### src/dnsq_pkg.sv
`default_nettype none
// ----------------------------------------------------------------------------
// dnsq_pkg
// Shared types and constants of the DNS query packet encoder.
// ----------------------------------------------------------------------------
package dnsq_pkg;

    // Input command codes
    localparam logic [1:0] CMD_HEADER  = 2'd0;
    localparam logic [1:0] CMD_CHAR    = 2'd1;
    localparam logic [1:0] CMD_END     = 2'd2;
    localparam logic [1:0] CMD_TRAILER = 2'd3;

    localparam logic [7:0] DOT_CHAR = 8'd46;

    localparam int HDR_BYTES = 12;
    localparam int TRL_BYTES = 5;
    localparam int DATA_W    = 8 * HDR_BYTES;

    // Work class assigned by the front end
    typedef enum logic [2:0] {
        K_HDR  = 3'd0,
        K_CHAR = 3'd1,
        K_DOT  = 3'd2,
        K_END  = 3'd3,
        K_TRL  = 3'd4
    } t_kind;

    // One queued command: header words or trailer words or the character
    typedef struct packed {
        t_kind               kind;
        logic [DATA_W-1:0]   data;
    } t_entry;

endpackage
`default_nettype wire

### src/dnsq_front.sv
`default_nettype none
// ----------------------------------------------------------------------------
// dnsq_front
// Accepts input transactions, classifies the command and packs the payload.
// ----------------------------------------------------------------------------
module dnsq_front (
    input  wire logic                i_valid,
    output logic                     o_ready,
    input  wire logic [1:0]          i_command,
    input  wire logic [15:0]         i_query_id,
    input  wire logic [15:0]         i_header_flags,
    input  wire logic [15:0]         i_question_count,
    input  wire logic [15:0]         i_answer_count,
    input  wire logic [15:0]         i_authority_count,
    input  wire logic [15:0]         i_additional_count,
    input  wire logic [7:0]          i_name_char,
    input  wire logic [15:0]         i_query_type,
    input  wire logic [15:0]         i_query_class,
    input  wire logic                i_full,
    output logic                     o_push,
    output dnsq_pkg::t_entry         o_entry
);

    assign o_ready = !i_full;
    assign o_push  = i_valid && !i_full;

    always_comb begin
        o_entry = '0;
        unique case (i_command)
            dnsq_pkg::CMD_HEADER: begin
                o_entry.kind = dnsq_pkg::K_HDR;
                o_entry.data = {i_query_id, i_header_flags, i_question_count,
                                i_answer_count, i_authority_count, i_additional_count};
            end
            dnsq_pkg::CMD_CHAR: begin
                o_entry.kind = (i_name_char == dnsq_pkg::DOT_CHAR) ?
                               dnsq_pkg::K_DOT : dnsq_pkg::K_CHAR;
                o_entry.data = {{(dnsq_pkg::DATA_W-8){1'b0}}, i_name_char};
            end
            dnsq_pkg::CMD_END: begin
                o_entry.kind = dnsq_pkg::K_END;
            end
            dnsq_pkg::CMD_TRAILER: begin
                o_entry.kind = dnsq_pkg::K_TRL;
                o_entry.data = {{(dnsq_pkg::DATA_W-32){1'b0}}, i_query_type, i_query_class};
            end
        endcase
    end

endmodule
`default_nettype wire

### src/dnsq_queue.sv
`default_nettype none
// ----------------------------------------------------------------------------
// dnsq_queue
// Small command FIFO between the front end and the byte sequencer.
// ----------------------------------------------------------------------------
module dnsq_queue #(
    parameter int DEPTH = 2
) (
    input  wire logic                       i_clk,
    input  wire logic                       i_rst_n,
    input  wire logic                       i_push,
    input  wire dnsq_pkg::t_entry           i_entry,
    input  wire logic                       i_pop,
    output dnsq_pkg::t_entry                o_head,
    output logic                            o_full,
    output logic                            o_empty,
    output logic [$clog2(DEPTH+1)-1:0]      o_count
);

    localparam int PW = (DEPTH > 1) ? $clog2(DEPTH) : 1;
    localparam int CW = $clog2(DEPTH+1);

    dnsq_pkg::t_entry r_mem [DEPTH];
    logic [PW-1:0] r_wr, r_rd;
    logic [CW-1:0] r_count;

    assign o_full  = (r_count == CW'(DEPTH));
    assign o_empty = (r_count == '0);
    assign o_count = r_count;
    assign o_head  = r_mem[r_rd];

    always_ff @(posedge i_clk) begin
        if (!i_rst_n) begin
            r_wr    <= '0;
            r_rd    <= '0;
            r_count <= '0;
        end else begin
            if (i_push) begin
                r_wr <= (r_wr == PW'(DEPTH-1)) ? '0 : r_wr + 1'b1;
            end
            if (i_pop) begin
                r_rd <= (r_rd == PW'(DEPTH-1)) ? '0 : r_rd + 1'b1;
            end
            if (i_push && !i_pop) begin
                r_count <= r_count + 1'b1;
            end else if (i_pop && !i_push) begin
                r_count <= r_count - 1'b1;
            end
        end
    end

    always_ff @(posedge i_clk) begin
        if (i_push) begin
            r_mem[r_wr] <= i_entry;
        end
    end

endmodule
`default_nettype wire

### src/dnsq_back.sv
`default_nettype none
// ----------------------------------------------------------------------------
// dnsq_back
// Byte sequencer: label store, header/trailer/label byte emission, output reg.
// ----------------------------------------------------------------------------
module dnsq_back #(
    parameter int LABEL_MAX = 63
) (
    input  wire logic               i_clk,
    input  wire logic               i_rst_n,
    input  wire dnsq_pkg::t_entry   i_head,
    input  wire logic               i_empty,
    output logic                    o_pop,
    output logic                    o_valid,
    input  wire logic               i_ready,
    output logic [7:0]              o_byte,
    output logic                    o_last,
    output logic                    o_ovf,
    output logic                    o_is_label
);

    localparam int LENW = $clog2(LABEL_MAX+1);
    localparam int AW   = (LABEL_MAX > 1) ? $clog2(LABEL_MAX) : 1;

    typedef enum logic [3:0] {
        S_IDLE = 4'b0001,
        S_HDR  = 4'b0010,
        S_TRL  = 4'b0100,
        S_LBL  = 4'b1000
    } t_state;

    t_state          r_state, n_state;
    logic [3:0]      r_cnt, n_cnt;
    logic [LENW-1:0] r_len, n_len;
    logic            r_lovf, n_lovf;
    logic [LENW-1:0] r_flen, n_flen;
    logic            r_fovf, n_fovf;
    logic [LENW-1:0] r_idx, n_idx;

    logic [7:0]      r_store [LABEL_MAX];
    logic [7:0]      r_rd_data;

    logic            r_ovalid, r_olast, r_oovf, r_olabel;
    logic [7:0]      r_obyte;

    logic            w_ld, w_wr_en, w_rd_en, w_emit;
    logic [AW-1:0]   w_rd_addr;
    logic [7:0]      w_byte;
    logic            w_last, w_ovf, w_label;

    logic [dnsq_pkg::HDR_BYTES-1:0][7:0] w_hdr;
    logic [3:0][7:0]                     w_trl;

    assign w_hdr = i_head.data;
    assign w_trl = i_head.data[31:0];
    assign w_ld  = !r_ovalid || i_ready;

    always_comb begin
        n_state   = r_state;
        n_cnt     = r_cnt;
        n_len     = r_len;
        n_lovf    = r_lovf;
        n_flen    = r_flen;
        n_fovf    = r_fovf;
        n_idx     = r_idx;
        o_pop     = 1'b0;
        w_wr_en   = 1'b0;
        w_rd_en   = 1'b0;
        w_rd_addr = '0;
        w_emit    = 1'b0;
        w_byte    = '0;
        w_last    = 1'b0;
        w_ovf     = 1'b0;
        w_label   = 1'b0;
        unique case (r_state)
            S_IDLE: begin
                if (!i_empty) begin
                    unique case (i_head.kind)
                        dnsq_pkg::K_CHAR: begin
                            o_pop = 1'b1;
                            if (r_len < LENW'(LABEL_MAX)) begin
                                w_wr_en = 1'b1;
                                n_len   = r_len + 1'b1;
                            end else begin
                                n_lovf = 1'b1;
                            end
                        end
                        dnsq_pkg::K_DOT, dnsq_pkg::K_END: begin
                            if (i_head.kind == dnsq_pkg::K_END && r_len == '0) begin
                                // empty name end: nothing to flush
                                o_pop  = 1'b1;
                                n_lovf = 1'b0;
                            end else if (w_ld) begin
                                o_pop     = 1'b1;
                                w_emit    = 1'b1;
                                w_byte    = {{(8-LENW){1'b0}}, r_len};
                                w_last    = (r_len == '0);
                                w_ovf     = r_lovf;
                                w_label   = 1'b1;
                                w_rd_en   = 1'b1;
                                w_rd_addr = '0;
                                n_flen    = r_len;
                                n_fovf    = r_lovf;
                                n_idx     = LENW'(1);
                                n_len     = '0;
                                n_lovf    = 1'b0;
                                if (r_len != '0) begin
                                    n_state = S_LBL;
                                end
                            end
                        end
                        dnsq_pkg::K_HDR: begin
                            if (w_ld) begin
                                w_emit  = 1'b1;
                                w_byte  = w_hdr[dnsq_pkg::HDR_BYTES-1];
                                n_cnt   = 4'd1;
                                n_len   = '0;
                                n_lovf  = 1'b0;
                                n_state = S_HDR;
                            end
                        end
                        dnsq_pkg::K_TRL: begin
                            if (w_ld) begin
                                w_emit  = 1'b1;
                                w_byte  = 8'd0;
                                n_cnt   = 4'd1;
                                n_len   = '0;
                                n_lovf  = 1'b0;
                                n_state = S_TRL;
                            end
                        end
                        default: begin
                            o_pop = 1'b1;
                        end
                    endcase
                end
            end
            S_HDR: begin
                if (w_ld) begin
                    w_emit = 1'b1;
                    w_byte = w_hdr[4'(dnsq_pkg::HDR_BYTES-1) - r_cnt];
                    w_last = (r_cnt == 4'(dnsq_pkg::HDR_BYTES-1));
                    n_cnt  = r_cnt + 1'b1;
                    if (w_last) begin
                        o_pop   = 1'b1;
                        n_state = S_IDLE;
                    end
                end
            end
            S_TRL: begin
                if (w_ld) begin
                    w_emit = 1'b1;
                    w_byte = w_trl[2'(4'(dnsq_pkg::TRL_BYTES-1) - r_cnt)];
                    w_last = (r_cnt == 4'(dnsq_pkg::TRL_BYTES-1));
                    n_cnt  = r_cnt + 1'b1;
                    if (w_last) begin
                        o_pop   = 1'b1;
                        n_state = S_IDLE;
                    end
                end
            end
            S_LBL: begin
                if (w_ld) begin
                    w_emit  = 1'b1;
                    w_byte  = r_rd_data;
                    w_ovf   = r_fovf;
                    w_label = 1'b1;
                    w_last  = (r_idx == r_flen);
                    if (w_last) begin
                        n_state = S_IDLE;
                    end else begin
                        w_rd_en   = 1'b1;
                        w_rd_addr = r_idx[AW-1:0];
                        n_idx     = r_idx + 1'b1;
                    end
                end
            end
            default: begin
                n_state = S_IDLE;
            end
        endcase
    end

    always_ff @(posedge i_clk) begin
        if (!i_rst_n) begin
            r_state  <= S_IDLE;
            r_len    <= '0;
            r_lovf   <= 1'b0;
            r_ovalid <= 1'b0;
        end else begin
            r_state <= n_state;
            r_len   <= n_len;
            r_lovf  <= n_lovf;
            if (w_ld) begin
                r_ovalid <= w_emit;
            end
        end
    end

    always_ff @(posedge i_clk) begin
        r_cnt  <= n_cnt;
        r_flen <= n_flen;
        r_fovf <= n_fovf;
        r_idx  <= n_idx;
        if (w_ld && w_emit) begin
            r_obyte  <= w_byte;
            r_olast  <= w_last;
            r_oovf   <= w_ovf;
            r_olabel <= w_label;
        end
    end

    // label store: one write port, one registered read port
    always_ff @(posedge i_clk) begin
        if (w_wr_en) begin
            r_store[r_len[AW-1:0]] <= i_head.data[7:0];
        end
        if (w_rd_en) begin
            r_rd_data <= r_store[w_rd_addr];
        end
    end

    assign o_valid    = r_ovalid;
    assign o_byte     = r_obyte;
    assign o_last     = r_olast;
    assign o_ovf      = r_oovf;
    assign o_is_label = r_olabel;

endmodule
`default_nettype wire

### src/dns_query_packet_encoder_core.sv
`default_nettype none
// ----------------------------------------------------------------------------
// dns_query_packet_encoder_core
// DNS query wire-format encoder: header, dotted-name labels, trailer.
// ----------------------------------------------------------------------------
// Each input transaction carries one command. A header command produces the
// twelve header bytes (six 16-bit words, big-endian); name characters are
// collected into a LABEL_MAX-entry label store and produce nothing; a dot,
// or an end-of-name command with a pending label, produces the length byte
// and then the stored characters; a trailer produces the zero terminator and
// query type/class big-endian. o_run_last marks the final byte of each
// command. Characters beyond LABEL_MAX are dropped and every byte of that
// label carries o_label_overflow. Timing: the front end accepts one
// transaction per cycle, while the queue is not full, into a
// QUEUE_DEPTH-entry command queue; the byte sequencer behind it stores name
// characters without output and emits one output byte per cycle while the
// receiver is ready. There is no clearing pass after reset.
// ----------------------------------------------------------------------------
module dns_query_packet_encoder_core #(
    parameter int LABEL_MAX   = 63,
    parameter int QUEUE_DEPTH = 2
) (
    input  wire logic          i_clk,
    input  wire logic          i_rst_n,
    // input channel
    input  wire logic          i_in_valid,
    output logic               o_in_ready,
    input  wire logic [1:0]    i_command,
    input  wire logic [15:0]   i_query_id,
    input  wire logic [15:0]   i_header_flags,
    input  wire logic [15:0]   i_question_count,
    input  wire logic [15:0]   i_answer_count,
    input  wire logic [15:0]   i_authority_count,
    input  wire logic [15:0]   i_additional_count,
    input  wire logic [7:0]    i_name_char,
    input  wire logic [15:0]   i_query_type,
    input  wire logic [15:0]   i_query_class,
    // output channel
    output logic               o_out_valid,
    input  wire logic          i_out_ready,
    output logic [7:0]         o_out_byte,
    output logic               o_run_last,
    output logic               o_label_overflow
);

    localparam int QCW = $clog2(QUEUE_DEPTH+1);

    dnsq_pkg::t_entry w_entry, w_head;
    logic             w_push, w_pop, w_full, w_empty, w_is_label;
    logic [QCW-1:0]   w_q_count;

    // Front: accept and classify
    dnsq_front u_front (
        .i_valid            (i_in_valid),
        .o_ready            (o_in_ready),
        .i_command          (i_command),
        .i_query_id         (i_query_id),
        .i_header_flags     (i_header_flags),
        .i_question_count   (i_question_count),
        .i_answer_count     (i_answer_count),
        .i_authority_count  (i_authority_count),
        .i_additional_count (i_additional_count),
        .i_name_char        (i_name_char),
        .i_query_type       (i_query_type),
        .i_query_class      (i_query_class),
        .i_full             (w_full),
        .o_push             (w_push),
        .o_entry            (w_entry)
    );

    // Decoupling queue
    dnsq_queue #(
        .DEPTH (QUEUE_DEPTH)
    ) u_queue (
        .i_clk   (i_clk),
        .i_rst_n (i_rst_n),
        .i_push  (w_push),
        .i_entry (w_entry),
        .i_pop   (w_pop),
        .o_head  (w_head),
        .o_full  (w_full),
        .o_empty (w_empty),
        .o_count (w_q_count)
    );

    // Back: label store and byte sequencer with output register
    dnsq_back #(
        .LABEL_MAX (LABEL_MAX)
    ) u_back (
        .i_clk      (i_clk),
        .i_rst_n    (i_rst_n),
        .i_head     (w_head),
        .i_empty    (w_empty),
        .o_pop      (w_pop),
        .o_valid    (o_out_valid),
        .i_ready    (i_out_ready),
        .o_byte     (o_out_byte),
        .o_last     (o_run_last),
        .o_ovf      (o_label_overflow),
        .o_is_label (w_is_label)
    );

    // Sequencer never retires a command that is not queued
    a_pop_nonempty : assert property (@(posedge i_clk) disable iff (!i_rst_n)
        w_pop |-> !w_empty)
        else $error("command popped from empty queue");

    // A full queue must back-pressure the input
    a_full_stalls : assert property (@(posedge i_clk) disable iff (!i_rst_n)
        (w_q_count == QCW'(QUEUE_DEPTH)) |-> !o_in_ready)
        else $error("input ready while queue full");

    // Overflow marking only ever appears on label bytes
    a_ovf_label_only : assert property (@(posedge i_clk) disable iff (!i_rst_n)
        (o_out_valid && !w_is_label) |-> !o_label_overflow)
        else $error("overflow flag on header or trailer byte");

endmodule
`default_nettype wire

### config.mk
export PLATFORM = sky130hd
export DESIGN_NAME = dns_query_packet_encoder_core
export DESIGN_NICKNAME = d
export VERILOG_FILES = /design/src/dnsq_pkg.sv /design/src/dnsq_front.sv /design/src/dnsq_queue.sv /design/src/dnsq_back.sv /design/src/dns_query_packet_encoder_core.sv
export SDC_FILE = /design/constraint.sdc
export NUM_CORES = 1
export LEC_CHECK = 0
export BUFFER_PORTS_ARGS = -buffer_cell sky130_fd_sc_hd__buf_4
export CAP_MARGIN = 5
export CORE_ASPECT_RATIO = 1.1
export CORE_MARGIN = 1.5
export CORE_UTILIZATION = 55
export DETAILED_ROUTE_END_ITERATION = 8
export GPL_ROUTABILITY_DRIVEN = 0
export HOLD_SLACK_MARGIN = 0.12
export PLACE_DENSITY = 0.75
export REMOVE_ABC_BUFFERS = 1
export SLEW_MARGIN = 0
export SYNTH_ARGS = -nofsm -noshare
export SYNTH_HDL_FRONTEND = slang
export SYNTH_SLANG_ARGS = --single-unit
### constraint.sdc
create_clock -name i_clk -period 5.46 [get_ports i_clk]
set_clock_uncertainty 0.15 [all_clocks]
set_input_delay 0.819 -clock i_clk [delete_from_list [all_inputs] [get_ports i_clk]]
set_output_delay 0.819 -clock i_clk [all_outputs]
set_load 0.02 [all_outputs]
==> insert_results.sql <==
INSERT INTO impl_metrics (metric_group, metric, value, unit) VALUES
('timing', 'unrepaired_setup_endpoints_after_global_routing', 'no', ''),
('outcome', 'outcome', 'finished with violations', ''),
('worst_setup_path', 'start_kind', 'flip-flop', ''),
('layout', 'n_fill_cell', '4098', ''),
('placement', 'buffer_ports.inserted', '153', ''),
('clocking', 'cts.sinks', '754', ''),
('timing', 'max_freq', '0.2235', 'GHz'),
('power', 'worst_ir_drop_vdd', '0.0002707', 'V'),
('die', 'placeableCoreArea', '57090', 'sq um'),
('synthesis', 'synth_seq_cells', '754', ''),
('clocking', 'worst_setup_hold_path_clk_slew', '60', 'ps'),
('detailed_routing', 'post_drt_via_cell_ratio', '6.615', ''),
('worst_setup_path', 'worstSetupPathType', 'flip-flop to flip-flop', ''),
('detailed_routing', 'antenna_violating_nets_post_route', '0', ''),
('worst_setup_path', 'timing.critical_path.required', '5530', 'ps'),
('timing', 'final.period_utilization', '81.94', '%'),
('layout', 'final-seq-area', '22480', 'sq um'),
('timing', 'timing.final.setup_violations', '0', ''),
('synthesis', 'synth_seq_area_share', '71.06', '%'),
('layout', 'fin_util', '62.89', '%'),
('die', 'dieWidth', '231.6', 'um'),
('outcome', 'violations', 'DRC', ''),
('global_routing', 'grt_util_all_layers', '27.98', '%'),
('clocking', 'tritoncts', 'done', ''),
('hold_path', 'timing.hold.worst.class', 'input pin to flip-flop', ''),
('clocking', 'number_of_buffers_created_by_cts', '73', ''),
('synthesis', 'post_synth_inst_count', '2027', ''),
('detailed_routing', 'met3_length', '9085', 'um'),
('global_routing', 'grt_start_max_net_pins', '94', ''),
('timing', 'worstMarginPinSlew', '1169', 'ps'),
('layout', 'stdcell_area', '35910', 'sq um'),
('clocking', 'worst_case_clock_buffer_depth', '3', ''),
('detailed_routing', 'met2_wirelength', '38740', 'um'),
('detailed_routing', 'wl_per_cell', '27.45', 'um'),
('worst_setup_path', 'cp_cell_instances', 'nor4b_1 -> o21ai_1 -> nor3_1 -> nand3_1 -> nor2_1', ''),
('synthesis', 'share_of_async_settable_or_async_resettable_flops_after_synthesis', '0', '%'),
('power', 'total_power', '0.01472', 'W'),
('detailed_routing', 'drt_wl_total', '81780', 'um'),
('synthesis', 'netlist_top_cells_area', 'sky130_fd_sc_hd__edfxtp_1 70%, sky130_fd_sc_hd__mux4_2 4.6%, sky130_fd_sc_hd__mux2i_1 3.5%', ''),
('layout', 'multi_input_comb_area', '8539', 'sq um'),
('synthesis', 'yosys.area.top_type_share', '69.99', '%'),
('global_routing', 'first_global_vias', '19290', ''),
('global_routing', 'grt_pass1_wl', '121100', 'um'),
('placement', 'post-place-ws', '1018', 'ps'),
('worst_setup_path', 'worstPathArrival', '4550', 'ps'),
('die', 'dieArea', '58940', 'sq um'),
('timing', 'fin_crit', '4474', 'ps'),
('detailed_routing', 'drt-pass1-iter-count', '9', ''),
('placement', 'hpwl_after_detailed_placement', '52860', 'um'),
('detailed_routing', 'met1Wirelength', '29380', 'um'),
('timing', 'count_of_pins_over_their_slew_limit', '0', ''),
('layout', 'nNetsFinal', '2319', ''),
('clocking', 'cts-root-buf', 'sky130_fd_sc_hd__clkbuf_16', ''),
('detailed_routing', 'top_layer_used', 'met5', ''),
('synthesis', 'postSynth.topFlopCell', 'sky130_fd_sc_hd__edfxtp_1', ''),
('timing', 'timing_hold_violations_final', '0', ''),
('die', 'starting_density_of_the_core', '55.38', '%'),
('clocking', 'ctsHtreeMaxLevel', '3', ''),
('global_routing', 'initial_antenna_violation_count', '1', ''),
('die', 'chipHeight', '254.5', 'um'),
('power', 'p_leak', '12.04', 'nW'),
('worst_setup_path', 'slowest_stage', 'sky130_fd_sc_hd__nor4b_1', ''),
('synthesis', 'synth_commonest_cells', '737 x sky130_fd_sc_hd__edfxtp_1, 166 x sky130_fd_sc_hd__nor2_1, 109 x sky130_fd_sc_hd__mux2i_1', ''),
('detailed_routing', 'drc', '33', ''),
('flow_run', 'cap_violations', '0', ''),
('worst_setup_path', 'path_max_fanout', '8', ''),
('clocking', 'post_cts.repair.setup_buffers', '0', ''),
('clocking', 'cts.repair.resized', '0', ''),
('die', 'design.portCount', '154', ''),
('power', 'pwrdens', '410.0', 'nW/um^2'),
('timing', 'max-slew-margin-rel', '22.06', '%');
==> stage by stage <==
stage	cells	setup TNS, ps
floorplan	1905	-39120
global placement	2845	0
detailed placement	2845	0
CTS	2977	0
global route	2978	0
finish	2979	0
==> where the power goes <==
group          leakage, nW  switching (W)  internal [W]
combinational         3.97        0.00159      0.000752
sequential            6.90       0.000183       0.00708
clock                 1.17        0.00213       0.00299
total                 12.0        0.00391        0.0108
==> sequential cells by signal, summed over array words and instances, names as in the netlist, named ones only <==
signal,cells
u_back.o_byte,8
u_back.o_last,1
u_back.o_ovf,1
u_back.o_valid,1
u_back.r_cnt,4
u_back.r_flen,6
u_back.r_fovf,1
u_back.r_idx,6
u_back.r_len,6
u_back.r_lovf,1
u_back.r_rd_data,8
u_back.r_state,4
u_back.r_store,504
u_queue.o_count,2
u_queue.r_mem,198
u_queue.r_rd,1
u_queue.r_wr,1
==> placed cells by master, fill, tap and decap left out, types with 10 or more instances in the layout <==
cell | netlist | routed
sky130_fd_sc_hd__a211oi_1 | 15 | 15
sky130_fd_sc_hd__a21oi_1 | 58 | 58
sky130_fd_sc_hd__a221o_1 | 13 | 13
sky130_fd_sc_hd__a221oi_1 | 20 | 20
sky130_fd_sc_hd__a22o_1 | 29 | 29
sky130_fd_sc_hd__a31oi_1 | 17 | 17
sky130_fd_sc_hd__and2_1 | 74 | 74
sky130_fd_sc_hd__buf_4 | 4 | 186
sky130_fd_sc_hd__clkbuf_1 | 60 | 14
sky130_fd_sc_hd__clkbuf_16 | 0 | 75
sky130_fd_sc_hd__clkinv_1 | 2 | 19
sky130_fd_sc_hd__clkinv_2 | 0 | 10
sky130_fd_sc_hd__dfxtp_1 | 17 | 16
sky130_fd_sc_hd__edfxtp_1 | 737 | 737
sky130_fd_sc_hd__inv_1 | 25 | 22
sky130_fd_sc_hd__mux2_2 | 27 | 26
sky130_fd_sc_hd__mux2i_1 | 109 | 109
sky130_fd_sc_hd__mux4_2 | 64 | 64
sky130_fd_sc_hd__nand2_1 | 104 | 104
sky130_fd_sc_hd__nand2b_1 | 13 | 13
sky130_fd_sc_hd__nand3_1 | 22 | 22
sky130_fd_sc_hd__nand4_1 | 12 | 12
sky130_fd_sc_hd__nor2_1 | 166 | 164
sky130_fd_sc_hd__nor2b_1 | 16 | 16
sky130_fd_sc_hd__nor3_1 | 24 | 24
sky130_fd_sc_hd__o211ai_1 | 25 | 25
sky130_fd_sc_hd__o21ai_0 | 70 | 70
sky130_fd_sc_hd__o221ai_1 | 18 | 18
sky130_fd_sc_hd__o22ai_1 | 46 | 46
sky130_fd_sc_hd__or4_1 | 10 | 10
sky130_fd_sc_hd__xor2_1 | 10 | 10
==> worst max-delay path: cells and delay by family (launching register included) <==
kind	cells	cell delay (ps)
simple gates	4	3010
compound gates	1	420
flops	1	500
==> worst paths after layout <==
check / from / end / slack [ps] / cells after the start
setup / recovery: u_back.r_state[0] / u_back.r_store[30][1] / 990 / 5
hold / removal: i_rst_n / u_back.r_state[0] / 320 / 2
setup reg to reg: u_back.r_state[0] / u_back.r_store[30][1] / 990 / 5
hold reg to reg: u_back.r_lovf / u_back.r_fovf / 340 / 0
==> cell type report <==
class,count,area share (%)
flip-flops and latches,754,62.60
multi-input cells,1123,23.78
clock buffers,92,5.488
repair buffers,189,4.014
well taps,752,2.620
clock inverters,40,1.199
inverters,28,0.2927
diodes,1,0.006969
==> per-layer routing <==
metal	up-vias	global-route usage, %
met4	2	14.56
met2	1361	45.23
met3	289	6.675
li1	8361	-
met1	9692	35.38
met5	-	0.7401
==> cells by family (layout without fill, tap and decap cells) <==
group           after synthesis  in the layout  synth area share, %
mux                         200            200                8.970
xor+xnor                     20             20               0.5777
flops                       754            754                71.06
compound gates              415            415                9.544
fa+ha+maj                     8              8               0.3166
buf+inv                     150            349                2.069
simple gates                480            480                7.459
other cells                   0              1                    0
Power figures use the tool's default switching activity.
